$ cat src/rtl/core/uoa_pkg.sv
// Shared types and constants for the undocumented-opcode execute unit.
// Holds mode codes, item structs and pipeline stage records.
// No dependencies.
package uoa_pkg;

  // Configuration port geometry
  localparam int APB_ADDR_W = 3;
  localparam int APB_DATA_W = 32;
  localparam logic [APB_ADDR_W-3:0] REG_MAGIC = '0;

  // Constants used by the flag logic
  localparam logic [7:0] BYTE_ZERO = 8'h00;

  // Instruction modes
  typedef enum logic [3:0] {
    MODE_ALR = 4'd0,
    MODE_ANC = 4'd1,
    MODE_ARR = 4'd2,
    MODE_AXS = 4'd3,
    MODE_LXA = 4'd4,
    MODE_XAA = 4'd5,
    MODE_LAS = 4'd6,
    MODE_SHA = 4'd7,
    MODE_SHX = 4'd8,
    MODE_SHY = 4'd9,
    MODE_TAS = 4'd10
  } mode_t;

  // Source of the N and Z flags
  typedef enum logic [1:0] {
    NZ_KEEP = 2'd0,
    NZ_FROM_A = 2'd1,
    NZ_FROM_X = 2'd2
  } nz_sel_t;

  typedef struct packed {
    logic [3:0]  mode;
    logic [7:0]  operand;
    logic [15:0] base_address;
    logic [7:0]  acc_in;
    logic [7:0]  x_in;
    logic [7:0]  y_in;
    logic [7:0]  sp_in;
    logic        n_in;
    logic        z_in;
    logic        c_in;
    logic        v_in;
  } in_item_t;

  typedef struct packed {
    logic [7:0]  acc_out;
    logic [7:0]  x_out;
    logic [7:0]  sp_out;
    logic        n_out;
    logic        z_out;
    logic        c_out;
    logic        v_out;
    logic        store_enable;
    logic [15:0] store_address;
    logic [7:0]  store_data;
  } out_item_t;

  // Stage 1: operands with the first logic terms and the low address sum
  typedef struct packed {
    logic [3:0] mode;
    logic [7:0] a;
    logic [7:0] x;
    logic [7:0] s;
    logic [7:0] op;
    logic       n;
    logic       z;
    logic       c;
    logic       v;
    logic [7:0] a_and_op;
    logic [7:0] a_and_x;
    logic [7:0] a_or_magic;
    logic [7:0] hi;
    logic [7:0] lo_sum;
    logic       lo_carry;
    logic [7:0] store_reg;
  } s1_t;

  // Stage 2: register results, carry and overflow, store fields
  typedef struct packed {
    logic [7:0]  a;
    logic [7:0]  x;
    logic [7:0]  s;
    logic        n;
    logic        z;
    logic        c;
    logic        v;
    nz_sel_t     nz_sel;
    logic        st_en;
    logic [15:0] st_addr;
    logic [7:0]  st_data;
  } s2_t;

endpackage

$ cat src/rtl/core/uoa_if.sv
// Stream interfaces for the execute unit: instruction items in, results out.
// Depends on nothing; field names follow the item definitions in uoa_pkg.
interface uoa_in_if;
  logic        valid;
  logic        ready;
  logic [3:0]  mode;
  logic [7:0]  operand;
  logic [15:0] base_address;
  logic [7:0]  acc_in;
  logic [7:0]  x_in;
  logic [7:0]  y_in;
  logic [7:0]  sp_in;
  logic        n_in;
  logic        z_in;
  logic        c_in;
  logic        v_in;

  modport source (
    output valid, mode, operand, base_address, acc_in, x_in, y_in, sp_in,
           n_in, z_in, c_in, v_in,
    input  ready
  );
  modport sink (
    input  valid, mode, operand, base_address, acc_in, x_in, y_in, sp_in,
           n_in, z_in, c_in, v_in,
    output ready
  );
endinterface

interface uoa_out_if;
  logic        valid;
  logic        ready;
  logic [7:0]  acc_out;
  logic [7:0]  x_out;
  logic [7:0]  sp_out;
  logic        n_out;
  logic        z_out;
  logic        c_out;
  logic        v_out;
  logic        store_enable;
  logic [15:0] store_address;
  logic [7:0]  store_data;

  modport source (
    output valid, acc_out, x_out, sp_out, n_out, z_out, c_out, v_out,
           store_enable, store_address, store_data,
    input  ready
  );
  modport sink (
    input  valid, acc_out, x_out, sp_out, n_out, z_out, c_out, v_out,
           store_enable, store_address, store_data,
    output ready
  );
endinterface

$ cat src/rtl/core/uoa_pipe.sv
// Three-stage execute pipeline for the undocumented opcodes.
// Depends on uoa_pkg for item structs, stage records and mode codes.
module uoa_pipe
  import uoa_pkg::*;
(
  input  logic      clk,
  input  logic      rst,
  input  logic      in_valid,
  output logic      in_ready,
  input  in_item_t  in_item,
  input  logic [7:0] magic,
  output logic      out_valid,
  input  logic      out_ready,
  output out_item_t out_item
);

  logic      v1, v2, v3;
  logic      adv1, adv2, adv3;
  s1_t       st1, st1_next;
  s2_t       st2, st2_next;
  out_item_t st3, st3_next;

  // A stage loads when it is empty or its content moves on
  assign adv3     = !v3 || out_ready;
  assign adv2     = !v2 || adv3;
  assign adv1     = !v1 || adv2;
  assign in_ready = adv1;

  // Stage 1: logic terms, store register select and low address sum
  always_comb begin
    logic [7:0] idx;
    logic [8:0] lo;
    idx = (in_item.mode == MODE_SHY) ? in_item.x_in : in_item.y_in;
    lo  = {1'b0, in_item.base_address[7:0]} + {1'b0, idx};
    st1_next.mode       = in_item.mode;
    st1_next.a          = in_item.acc_in;
    st1_next.x          = in_item.x_in;
    st1_next.s          = in_item.sp_in;
    st1_next.op         = in_item.operand;
    st1_next.n          = in_item.n_in;
    st1_next.z          = in_item.z_in;
    st1_next.c          = in_item.c_in;
    st1_next.v          = in_item.v_in;
    st1_next.a_and_op   = in_item.acc_in & in_item.operand;
    st1_next.a_and_x    = in_item.acc_in & in_item.x_in;
    st1_next.a_or_magic = in_item.acc_in | magic;
    st1_next.hi         = in_item.base_address[15:8];
    st1_next.lo_sum     = lo[7:0];
    st1_next.lo_carry   = lo[8];
    st1_next.store_reg  = (in_item.mode == MODE_SHX) ? in_item.x_in : in_item.y_in;
  end

  // Stage 2: per-mode results, subtract for AXS, high-byte fix for SHX and SHY stores
  always_comb begin
    logic [8:0] diff;
    logic [7:0] h_new;
    logic [7:0] t;
    diff  = {1'b0, st1.a_and_x} - {1'b0, st1.op};
    h_new = st1.lo_carry ? (st1.hi & st1.store_reg) : st1.hi;
    t     = st1.op & st1.s;
    st2_next.a       = st1.a;
    st2_next.x       = st1.x;
    st2_next.s       = st1.s;
    st2_next.n       = st1.n;
    st2_next.z       = st1.z;
    st2_next.c       = st1.c;
    st2_next.v       = st1.v;
    st2_next.nz_sel  = NZ_KEEP;
    st2_next.st_en   = 1'b0;
    st2_next.st_addr = '0;
    st2_next.st_data = '0;
    case (st1.mode)
      MODE_ALR: begin
        st2_next.a      = {1'b0, st1.a_and_op[7:1]};
        st2_next.c      = st1.a_and_op[0];
        st2_next.nz_sel = NZ_FROM_A;
      end
      MODE_ANC: begin
        st2_next.a      = st1.a_and_op;
        st2_next.c      = st1.a_and_op[7];
        st2_next.nz_sel = NZ_FROM_A;
      end
      MODE_ARR: begin
        st2_next.a      = {st1.c, st1.a_and_op[7:1]};
        st2_next.c      = st1.a_and_op[7];
        st2_next.v      = st1.a_and_op[7] ^ st1.a_and_op[6];
        st2_next.nz_sel = NZ_FROM_A;
      end
      MODE_AXS: begin
        st2_next.x      = diff[7:0];
        st2_next.c      = !diff[8];
        st2_next.nz_sel = NZ_FROM_X;
      end
      MODE_LXA: begin
        st2_next.a      = st1.a_or_magic & st1.op;
        st2_next.x      = st1.a_or_magic & st1.op;
        st2_next.nz_sel = NZ_FROM_A;
      end
      MODE_XAA: begin
        st2_next.a      = st1.a_or_magic & st1.x & st1.op;
        st2_next.nz_sel = NZ_FROM_A;
      end
      MODE_LAS: begin
        st2_next.a = t;
        st2_next.x = t;
        st2_next.s = t;
      end
      MODE_SHA, MODE_TAS: begin
        st2_next.st_en   = 1'b1;
        st2_next.st_addr = {st1.hi + {7'd0, st1.lo_carry}, st1.lo_sum};
        st2_next.st_data = st1.a_and_x & (st1.hi + 8'd1);
        if (st1.mode == MODE_TAS) begin
          st2_next.s = st1.a_and_x;
        end
      end
      MODE_SHX, MODE_SHY: begin
        st2_next.st_en   = 1'b1;
        st2_next.st_addr = {h_new + {7'd0, st1.lo_carry}, st1.lo_sum};
        st2_next.st_data = st1.store_reg & (h_new + 8'd1);
      end
      default: begin
      end
    endcase
  end

  // Stage 3: N and Z flags, then the output register
  always_comb begin
    st3_next.acc_out       = st2.a;
    st3_next.x_out         = st2.x;
    st3_next.sp_out        = st2.s;
    st3_next.c_out         = st2.c;
    st3_next.v_out         = st2.v;
    st3_next.store_enable  = st2.st_en;
    st3_next.store_address = st2.st_addr;
    st3_next.store_data    = st2.st_data;
    case (st2.nz_sel)
      NZ_FROM_A: begin
        st3_next.n_out = st2.a[7];
        st3_next.z_out = (st2.a == BYTE_ZERO);
      end
      NZ_FROM_X: begin
        st3_next.n_out = st2.x[7];
        st3_next.z_out = (st2.x == BYTE_ZERO);
      end
      default: begin
        st3_next.n_out = st2.n;
        st3_next.z_out = st2.z;
      end
    endcase
  end

  // Advance valid bits; reset empties the pipeline
  always_ff @(posedge clk) begin
    if (rst) begin
      v1 <= 1'b0;
      v2 <= 1'b0;
      v3 <= 1'b0;
    end else begin
      if (adv1) v1 <= in_valid;
      if (adv2) v2 <= v1;
      if (adv3) v3 <= v2;
    end
  end

  // Hold payload while a stage is stalled
  always_ff @(posedge clk) begin
    if (adv1) st1 <= st1_next;
    if (adv2) st2 <= st2_next;
    if (adv3) st3 <= st3_next;
  end

  assign out_valid = v3;
  assign out_item  = st3;

endmodule

$ cat src/rtl/core/undocumented_opcode_alu.sv
// Each result passes through the stage registers st1, st2 and st3 in turn before the
// result transfer on the output channel.
// Throughput: one instruction per cycle while the output is not stalled; the three register
// stages advance independently, so a stalled output only blocks as far back as the pipeline is full.
// Reset (rst, synchronous, active high) empties the pipeline and clears unstable_magic to 0.
// Depends on uoa_pkg, uoa_in_if / uoa_out_if and uoa_pipe.
module undocumented_opcode_alu
  import uoa_pkg::*;
(
  input  logic                  clk,
  input  logic                  rst,
  uoa_in_if.sink                in_ch,
  uoa_out_if.source             out_ch,
  input  logic                  psel,
  input  logic                  penable,
  input  logic                  pwrite,
  input  logic [APB_ADDR_W-1:0] paddr,
  input  logic [APB_DATA_W-1:0] pwdata,
  output logic [APB_DATA_W-1:0] prdata,
  output logic                  pready
);

  logic [7:0] unstable_magic;
  logic       magic_sel;
  in_item_t   in_item;
  out_item_t  out_item;

  // Register decode on the word address
  assign magic_sel = (paddr[APB_ADDR_W-1:2] == REG_MAGIC);
  assign pready    = 1'b1;
  assign prdata    = magic_sel ? {{(APB_DATA_W-8){1'b0}}, unstable_magic} : '0;

  // Write the magic byte on the access phase
  always_ff @(posedge clk) begin
    if (rst) begin
      unstable_magic <= '0;
    end else if (psel && penable && pwrite && pready && magic_sel) begin
      unstable_magic <= pwdata[7:0];
    end
  end

  // Gather the input transfer
  always_comb begin
    in_item.mode         = in_ch.mode;
    in_item.operand      = in_ch.operand;
    in_item.base_address = in_ch.base_address;
    in_item.acc_in       = in_ch.acc_in;
    in_item.x_in         = in_ch.x_in;
    in_item.y_in         = in_ch.y_in;
    in_item.sp_in        = in_ch.sp_in;
    in_item.n_in         = in_ch.n_in;
    in_item.z_in         = in_ch.z_in;
    in_item.c_in         = in_ch.c_in;
    in_item.v_in         = in_ch.v_in;
  end

  uoa_pipe u_pipe (
    .clk       (clk),
    .rst       (rst),
    .in_valid  (in_ch.valid),
    .in_ready  (in_ch.ready),
    .in_item   (in_item),
    .magic     (unstable_magic),
    .out_valid (out_ch.valid),
    .out_ready (out_ch.ready),
    .out_item  (out_item)
  );

  // Spread the result onto the output channel
  assign out_ch.acc_out       = out_item.acc_out;
  assign out_ch.x_out         = out_item.x_out;
  assign out_ch.sp_out        = out_item.sp_out;
  assign out_ch.n_out         = out_item.n_out;
  assign out_ch.z_out         = out_item.z_out;
  assign out_ch.c_out         = out_item.c_out;
  assign out_ch.v_out         = out_item.v_out;
  assign out_ch.store_enable  = out_item.store_enable;
  assign out_ch.store_address = out_item.store_address;
  assign out_ch.store_data    = out_item.store_data;

endmodule

$ cat src/flat_wrapper.sv
// flat-port wrapper written by rule: the top's interface ports become plain ports
module undocumented_opcode_alu_flat import uoa_pkg::*;
  (clk, rst, psel, penable, pwrite, paddr, pwdata, prdata, pready, in_ch_valid, in_ch_mode, in_ch_operand, in_ch_base_address, in_ch_acc_in, in_ch_x_in, in_ch_y_in, in_ch_sp_in, in_ch_n_in, in_ch_z_in, in_ch_c_in, in_ch_v_in, in_ch_ready, out_ch_valid, out_ch_acc_out, out_ch_x_out, out_ch_sp_out, out_ch_n_out, out_ch_z_out, out_ch_c_out, out_ch_v_out, out_ch_store_enable, out_ch_store_address, out_ch_store_data, out_ch_ready);
  uoa_in_if in_ch_i ();
  uoa_out_if out_ch_i ();
  input  logic clk;
  input  logic rst;
  input  logic psel;
  input  logic penable;
  input  logic pwrite;
  input  logic [APB_ADDR_W-1:0] paddr;
  input  logic [APB_DATA_W-1:0] pwdata;
  output logic [APB_DATA_W-1:0] prdata;
  output logic pready;
  input wire logic [$bits(in_ch_i.valid)-1:0] in_ch_valid;
  input wire logic [$bits(in_ch_i.mode)-1:0] in_ch_mode;
  input wire logic [$bits(in_ch_i.operand)-1:0] in_ch_operand;
  input wire logic [$bits(in_ch_i.base_address)-1:0] in_ch_base_address;
  input wire logic [$bits(in_ch_i.acc_in)-1:0] in_ch_acc_in;
  input wire logic [$bits(in_ch_i.x_in)-1:0] in_ch_x_in;
  input wire logic [$bits(in_ch_i.y_in)-1:0] in_ch_y_in;
  input wire logic [$bits(in_ch_i.sp_in)-1:0] in_ch_sp_in;
  input wire logic [$bits(in_ch_i.n_in)-1:0] in_ch_n_in;
  input wire logic [$bits(in_ch_i.z_in)-1:0] in_ch_z_in;
  input wire logic [$bits(in_ch_i.c_in)-1:0] in_ch_c_in;
  input wire logic [$bits(in_ch_i.v_in)-1:0] in_ch_v_in;
  output wire logic [$bits(in_ch_i.ready)-1:0] in_ch_ready;
  output wire logic [$bits(out_ch_i.valid)-1:0] out_ch_valid;
  output wire logic [$bits(out_ch_i.acc_out)-1:0] out_ch_acc_out;
  output wire logic [$bits(out_ch_i.x_out)-1:0] out_ch_x_out;
  output wire logic [$bits(out_ch_i.sp_out)-1:0] out_ch_sp_out;
  output wire logic [$bits(out_ch_i.n_out)-1:0] out_ch_n_out;
  output wire logic [$bits(out_ch_i.z_out)-1:0] out_ch_z_out;
  output wire logic [$bits(out_ch_i.c_out)-1:0] out_ch_c_out;
  output wire logic [$bits(out_ch_i.v_out)-1:0] out_ch_v_out;
  output wire logic [$bits(out_ch_i.store_enable)-1:0] out_ch_store_enable;
  output wire logic [$bits(out_ch_i.store_address)-1:0] out_ch_store_address;
  output wire logic [$bits(out_ch_i.store_data)-1:0] out_ch_store_data;
  input wire logic [$bits(out_ch_i.ready)-1:0] out_ch_ready;
  assign in_ch_i.valid = in_ch_valid;
  assign in_ch_i.mode = in_ch_mode;
  assign in_ch_i.operand = in_ch_operand;
  assign in_ch_i.base_address = in_ch_base_address;
  assign in_ch_i.acc_in = in_ch_acc_in;
  assign in_ch_i.x_in = in_ch_x_in;
  assign in_ch_i.y_in = in_ch_y_in;
  assign in_ch_i.sp_in = in_ch_sp_in;
  assign in_ch_i.n_in = in_ch_n_in;
  assign in_ch_i.z_in = in_ch_z_in;
  assign in_ch_i.c_in = in_ch_c_in;
  assign in_ch_i.v_in = in_ch_v_in;
  assign in_ch_ready = in_ch_i.ready;
  assign out_ch_valid = out_ch_i.valid;
  assign out_ch_acc_out = out_ch_i.acc_out;
  assign out_ch_x_out = out_ch_i.x_out;
  assign out_ch_sp_out = out_ch_i.sp_out;
  assign out_ch_n_out = out_ch_i.n_out;
  assign out_ch_z_out = out_ch_i.z_out;
  assign out_ch_c_out = out_ch_i.c_out;
  assign out_ch_v_out = out_ch_i.v_out;
  assign out_ch_store_enable = out_ch_i.store_enable;
  assign out_ch_store_address = out_ch_i.store_address;
  assign out_ch_store_data = out_ch_i.store_data;
  assign out_ch_i.ready = out_ch_ready;
  undocumented_opcode_alu u_core (.clk(clk), .rst(rst), .in_ch(in_ch_i), .out_ch(out_ch_i), .psel(psel), .penable(penable), .pwrite(pwrite), .paddr(paddr), .pwdata(pwdata), .prdata(prdata), .pready(pready));
endmodule
$ cat config.mk
export PLATFORM = sky130hd
export DESIGN_NAME = undocumented_opcode_alu_flat
export DESIGN_NICKNAME = d
export VERILOG_FILES = /design/src/rtl/core/uoa_pkg.sv /design/src/rtl/core/uoa_if.sv /design/src/rtl/core/uoa_pipe.sv /design/src/rtl/core/undocumented_opcode_alu.sv /design/src/flat_wrapper.sv
export SDC_FILE = /design/constraint.sdc
export NUM_CORES = 1
export LEC_CHECK = 0
export ABC_CLOCK_PERIOD_IN_PS = 3560
export BUFFER_PORTS_ARGS = -buffer_cell sky130_fd_sc_hd__clkbuf_2
export CAP_MARGIN = 20
export CORE_MARGIN = 5
export CORE_UTILIZATION = 43
export DETAILED_ROUTE_END_ITERATION = 6
export GPL_TIMING_DRIVEN = 0
export PLACE_DENSITY = 0.65
export SLEW_MARGIN = 5
export SYNTH_ARGS = -nofsm -noshare
export SYNTH_HDL_FRONTEND = slang
export SYNTH_SLANG_ARGS = --single-unit
$ cat constraint.sdc
create_clock -name clk -period 3.56 [get_ports clk]
set_input_delay 0.356 -clock clk [delete_from_list [all_inputs] [get_ports clk]]
set_output_delay 0.356 -clock clk [all_outputs]
set_load 0.02 [all_outputs]
==> tab_implementation.tex <==
\begin{tabular}{lr}
\hline
Metric & Value \\
\hline
\multicolumn{2}{l}{\textbf{Final layout}} \\
\quad Post-Layout Inst Area & 0.0112 mm\^{}2 \\
\quad Fill count & 1,854 \\
\quad Net count reported at finish & 1,005 \\
\quad Ant diodes & 0 \\
\quad Fraction of final layout cells sized beyond drive strength 1 & 28.1\% \\
\quad Utilization after layout & 53.0\% \\
\quad Synth-to-layout area growth & 21.4\% \\
\multicolumn{2}{l}{\textbf{Floorplan}} \\
\quad Core area & 0.0211 mm\^{}2 \\
\quad Top-level I/O count & 194 \\
\quad Starting utilization of the core area & 43.7\% \\
\quad Die outline height & 156 um \\
\quad Die footprint & 0.0244 mm\^{}2 \\
\quad Width of the chip & 156 um \\
\quad Standard-cell row count & 53 \\
\multicolumn{2}{l}{\textbf{Setup path}} \\
\quad Worst reg2reg setup slack & 1.07 ns \\
\quad Type of element capturing the critical path & flop \\
\quad Standard cell with the maximum stage delay on the critical path & sky130\_fd\_sc\_hd\_\_clkbuf\_1 \\
\quad Critical Path Fanout Max & 8 \\
\quad Crit path arrival time & 3.05 ns \\
\quad Required time of the worst setup path & 3.80 ns \\
\quad Top Family by Delay on Critical Path & adder cells \\
\quad Start-to-end type of the worst setup path & primary input to flop \\
\quad Number of buffer and inverter stages on the critical path & 2 \\
\quad Type of element launching the critical path & primary input \\
\quad Slowest Stage Delay on Critical Path & 0.43 ns \\
\quad Crit path cell chain & clkbuf\_2 > nor4bb\_1 > clkbuf\_1 > mux2\_2 > ha\_1 > fa\_1 > a21o\_1 > a21oi\_1 > o21ai\_0 > nor4\_1 > nor3\_1 \\
\multicolumn{2}{l}{\textbf{Timing}} \\
\quad Crit path setup slack, layout & 0.748 ns \\
\quad Post-route clock period utilization & 79.0\% \\
\quad Final-report hold violation count & 0 \\
\quad Maximum clock frequency & 356 MHz \\
\quad Number of pins with negative max-slew slack in the final report & 0 \\
\quad Post-Route Setup TNS & 0 ns \\
\quad Unrepaired setup endpoints after global routing & no \\
\quad Max-Slew Margin vs Limit & 39.1\% \\
\quad Worst-margin pin slew & 0.911 ns \\
\quad Post-layout minimum cycle time & 2.81 ns \\
\quad Final worst clock skew & 0.00714 ns \\
\quad Setup-violating endpoint count in the final report & 0 \\
\multicolumn{2}{l}{\textbf{Logic synthesis}} \\
\quad Cell type with the highest aggregate area in the netlist & sky130\_fd\_sc\_hd\_\_edfxtp\_1 \\
\quad Yosys warns & 0 \\
\quad Portion of synthesized cell area occupied by the leading cell type & 64.2\% \\
\quad Leading cell types by total area after synthesis & sky130\_fd\_sc\_hd\_\_edfxtp\_1 (64\%), sky130\_fd\_sc\_hd\_\_ha\_1 (3.0\%), sky130\_fd\_sc\_hd\_\_dfxtp\_1 (2.4\%) \\
\quad Count of flip-flops with a built-in enable after synthesis & 197 \\
\quad Synthesized flop and latch total & 208 \\
\quad Cell area after synthesis & 0.00921 mm\^{}2 \\
\quad Average footprint of a synthesized cell & 13.5 um\^{}2 \\
\quad Share of async-settable or async-resettable flops after synthesis & 0\% \\
\quad Sequential-to-total area share from yosys stat & 66.6\% \\
\quad Cell count after synthesis & 683 \\
\quad Number of distinct library cells after synthesis & 62 \\
\quad Top flip-flop cell by instance count after synthesis & sky130\_fd\_sc\_hd\_\_edfxtp\_1 \\
\multicolumn{2}{l}{\textbf{Power}} \\
\quad PwrDens & 524 mW/mm\^{}2 \\
\quad Peak supply drop & 315 uV \\
\quad Overall power of the completed layout & 5860 uW \\
\quad Static leakage & 0.00465 uW \\
\multicolumn{2}{l}{\textbf{CTS}} \\
\quad TritonCTS sink count & 208 \\
\quad CTS Root Cell & sky130\_fd\_sc\_hd\_\_clkbuf\_16 \\
\quad Post-CTS setup buffers & 0 \\
\quad TritonCTS Buffers & 22 \\
\quad Clock tree from TritonCTS & built \\
\quad Resized cells post-CTS & 0 \\
\quad Number of buffers on the longest clock path & 3 \\
\quad Clock Latency Late Sink & 0.50 ns \\
\quad Count of hold buffers inserted by post-cts repair & 0 \\
\quad CTS clock-pin slew for the worst setup and hold paths & 0.06 ns \\
\quad Number of levels in the clock H-tree & 1 \\
\multicolumn{2}{l}{\textbf{Global routing}} \\
\quad Leftover overflow at the end of global routing & 0 \\
\quad Global router's overall resource usage & 16.4\% \\
\quad Pin count of the biggest net entering global routing & 69 \\
\quad Global-route wire length before repair & 31,500 um \\
\quad Antenna violations before repair & 0 \\
\quad Vias in the first global route & 5,772 \\
\multicolumn{2}{l}{\textbf{Route}} \\
\quad Routed via count divided by cell count & 5.09 \\
\quad Detailed Route WL & 20,200 um \\
\quad Post-detailed-route count of antenna-violating nets & 0 \\
\quad Via count of the routed design & 5,930 \\
\quad Number of detailed-route iterations in the first pass & 5 \\
\quad \# DRC & 0 \\
\quad DRC violation total after the first TritonRoute iteration & 447 \\
\quad Average routed wire per standard cell & 17.3 um \\
\multicolumn{2}{l}{\textbf{Placed design}} \\
\quad Post-Place Setup Slack & 0.288 ns \\
\quad Final GP Congestion & 0.895 \\
\quad Instance area at placement & 0.0104 mm\^{}2 \\
\quad IO Port Bufs & 142 \\
\quad HPWL after detailed placement & 15,400 um \\
\multicolumn{2}{l}{\textbf{Job}} \\
\quad Max-cap violation count & 0 \\
\multicolumn{2}{l}{\textbf{Outcome}} \\
\quad Run status & complete, no violations \\
\multicolumn{2}{l}{\textbf{Hold path}} \\
\quad Min-Delay Path Class & primary input to flop \\
\hline
\end{tabular}
==> per-stage QoR <==
step	std cells	hold slack, ns
2_1_floorplan	706	0.400
3_3_place_gp	1123	0.404
3_5_place_dp	1126	0.405
4_1_cts	1166	0.00589
5_1_grt	1166	0.0146
6_report	1166	0.0252
==> cell usage in the layout (no fill, tap or decap), drive strengths merged, types with 4 or more instances in the layout <==
cell	instances
a211oi	4
a21o	4
a21oi	32
a22o	4
a22oi	16
a31oi	5
and2	29
and3	4
buf	37
clkbuf	185
clkinv	7
conb	25
dfxtp	11
edfxtp	197
ha	22
inv	19
mux2	17
nand2	51
nand2b	7
nand3	18
nand4	15
nand4b	5
nor2	29
nor2b	11
nor3	5
nor3b	6
nor4	5
o21a	6
o21ai	36
o22ai	5
or2	11
xnor2	7
xor2	12
==> cells in the mapped netlist (12+ instances only) <==
cell type / n
sky130_fd_sc_hd__nand3_1: 18
sky130_fd_sc_hd__edfxtp_1: 197
sky130_fd_sc_hd__nand4_1: 15
sky130_fd_sc_hd__and2_1: 29
sky130_fd_sc_hd__nor2_1: 28
sky130_fd_sc_hd__nand2_1: 51
sky130_fd_sc_hd__ha_1: 22
sky130_fd_sc_hd__a21oi_1: 32
sky130_fd_sc_hd__xor2_1: 12
sky130_fd_sc_hd__buf_4: 25
sky130_fd_sc_hd__clkbuf_1: 15
sky130_fd_sc_hd__a22oi_1: 16
sky130_fd_sc_hd__mux2_2: 17
sky130_fd_sc_hd__inv_1: 19
sky130_fd_sc_hd__o21ai_0: 36
==> cells by family (layout without fill, tap and decap cells) <==
group	count (synthesis)	after routing	synth area share (%)
buf+inv	68	253	3.89
fa+ha+maj	24	24	3.42
other cells	2	25	0.0816
xor+xnor	19	19	1.81
flops	208	208	66.6
mux	20	20	2.40
compound gates	132	132	9.05
simple gates	210	210	12.7
==> area by class of cell <==
type                    count  area [um^2]  share of cell area (%)
plain buffers              49          287                    2.56
clock buffers              28          614                    5.50
clock inverters            12          139                    1.24
inverters                  19         71.3                   0.638
multi-input cells         430         2810                    25.1
flip-flops and latches    208         6140                    54.9
well taps                 275          344                    3.08
repair buffers            145          778                    6.96
==> layer usage <==
| layer | up-vias | share of wire [%] | GRT usage (%) |
|---|---|---|---|
| li1 | 2921 | - | - |
| met1 | 2743 | 45 | 23.8 |
| met2 | 234 | 45 | 25.0 |
| met3 | 32 | 7.6 | 3.60 |
| met4 | 0 | 2.5 | 4.63 |
| met5 | - | 0 | 0 |
==> worst register-to-register path, delay by kind of cell (launching register included) <==
| family | cells | cell delay [ns] |
|---|---|---|
| buffers and inverters | 2 | 0.43 |
| DFF | 1 | 0.36 |
| AOI/OAI and AO/OA | 3 | 0.56 |
| xor gates and xnor gates | 1 | 0.24 |
| adders and majority gates | 1 | 0.19 |
| and+or+nand+nor | 3 | 0.46 |
==> power breakdown <==
| group | switching (uW) | internal, uW |
|---|---|---|
| Combinational | 330 | 225 |
| Sequential | 93.8 | 2880 |
| Clock | 891 | 1440 |
==> sequential cells by signal, summed over array words and instances, names as in the netlist <==
register / count
u_core.u_pipe.v1: 1
u_core.u_pipe.st1: 89
u_core.u_pipe.st2: 55
u_core.unstable_magic: 8
u_core.u_pipe.out_item: 53
u_core.u_pipe.out_valid: 1
u_core.u_pipe.v2: 1
==> worst paths after layout <==
check / start / endpoint / cells after the start
setup / recovery: in_ch_mode[3] / u_core.u_pipe.st1[8] / 11
hold / removal: rst / u_core.unstable_magic[7] / 2
hold reg to reg: u_core.u_pipe.st2[16] / u_core.u_pipe.out_item[16] / 0
setup reg to reg: u_core.u_pipe.st1[87] / u_core.u_pipe.st2[23] / 10
Note: power is estimated with default switching activity, not from simulation.
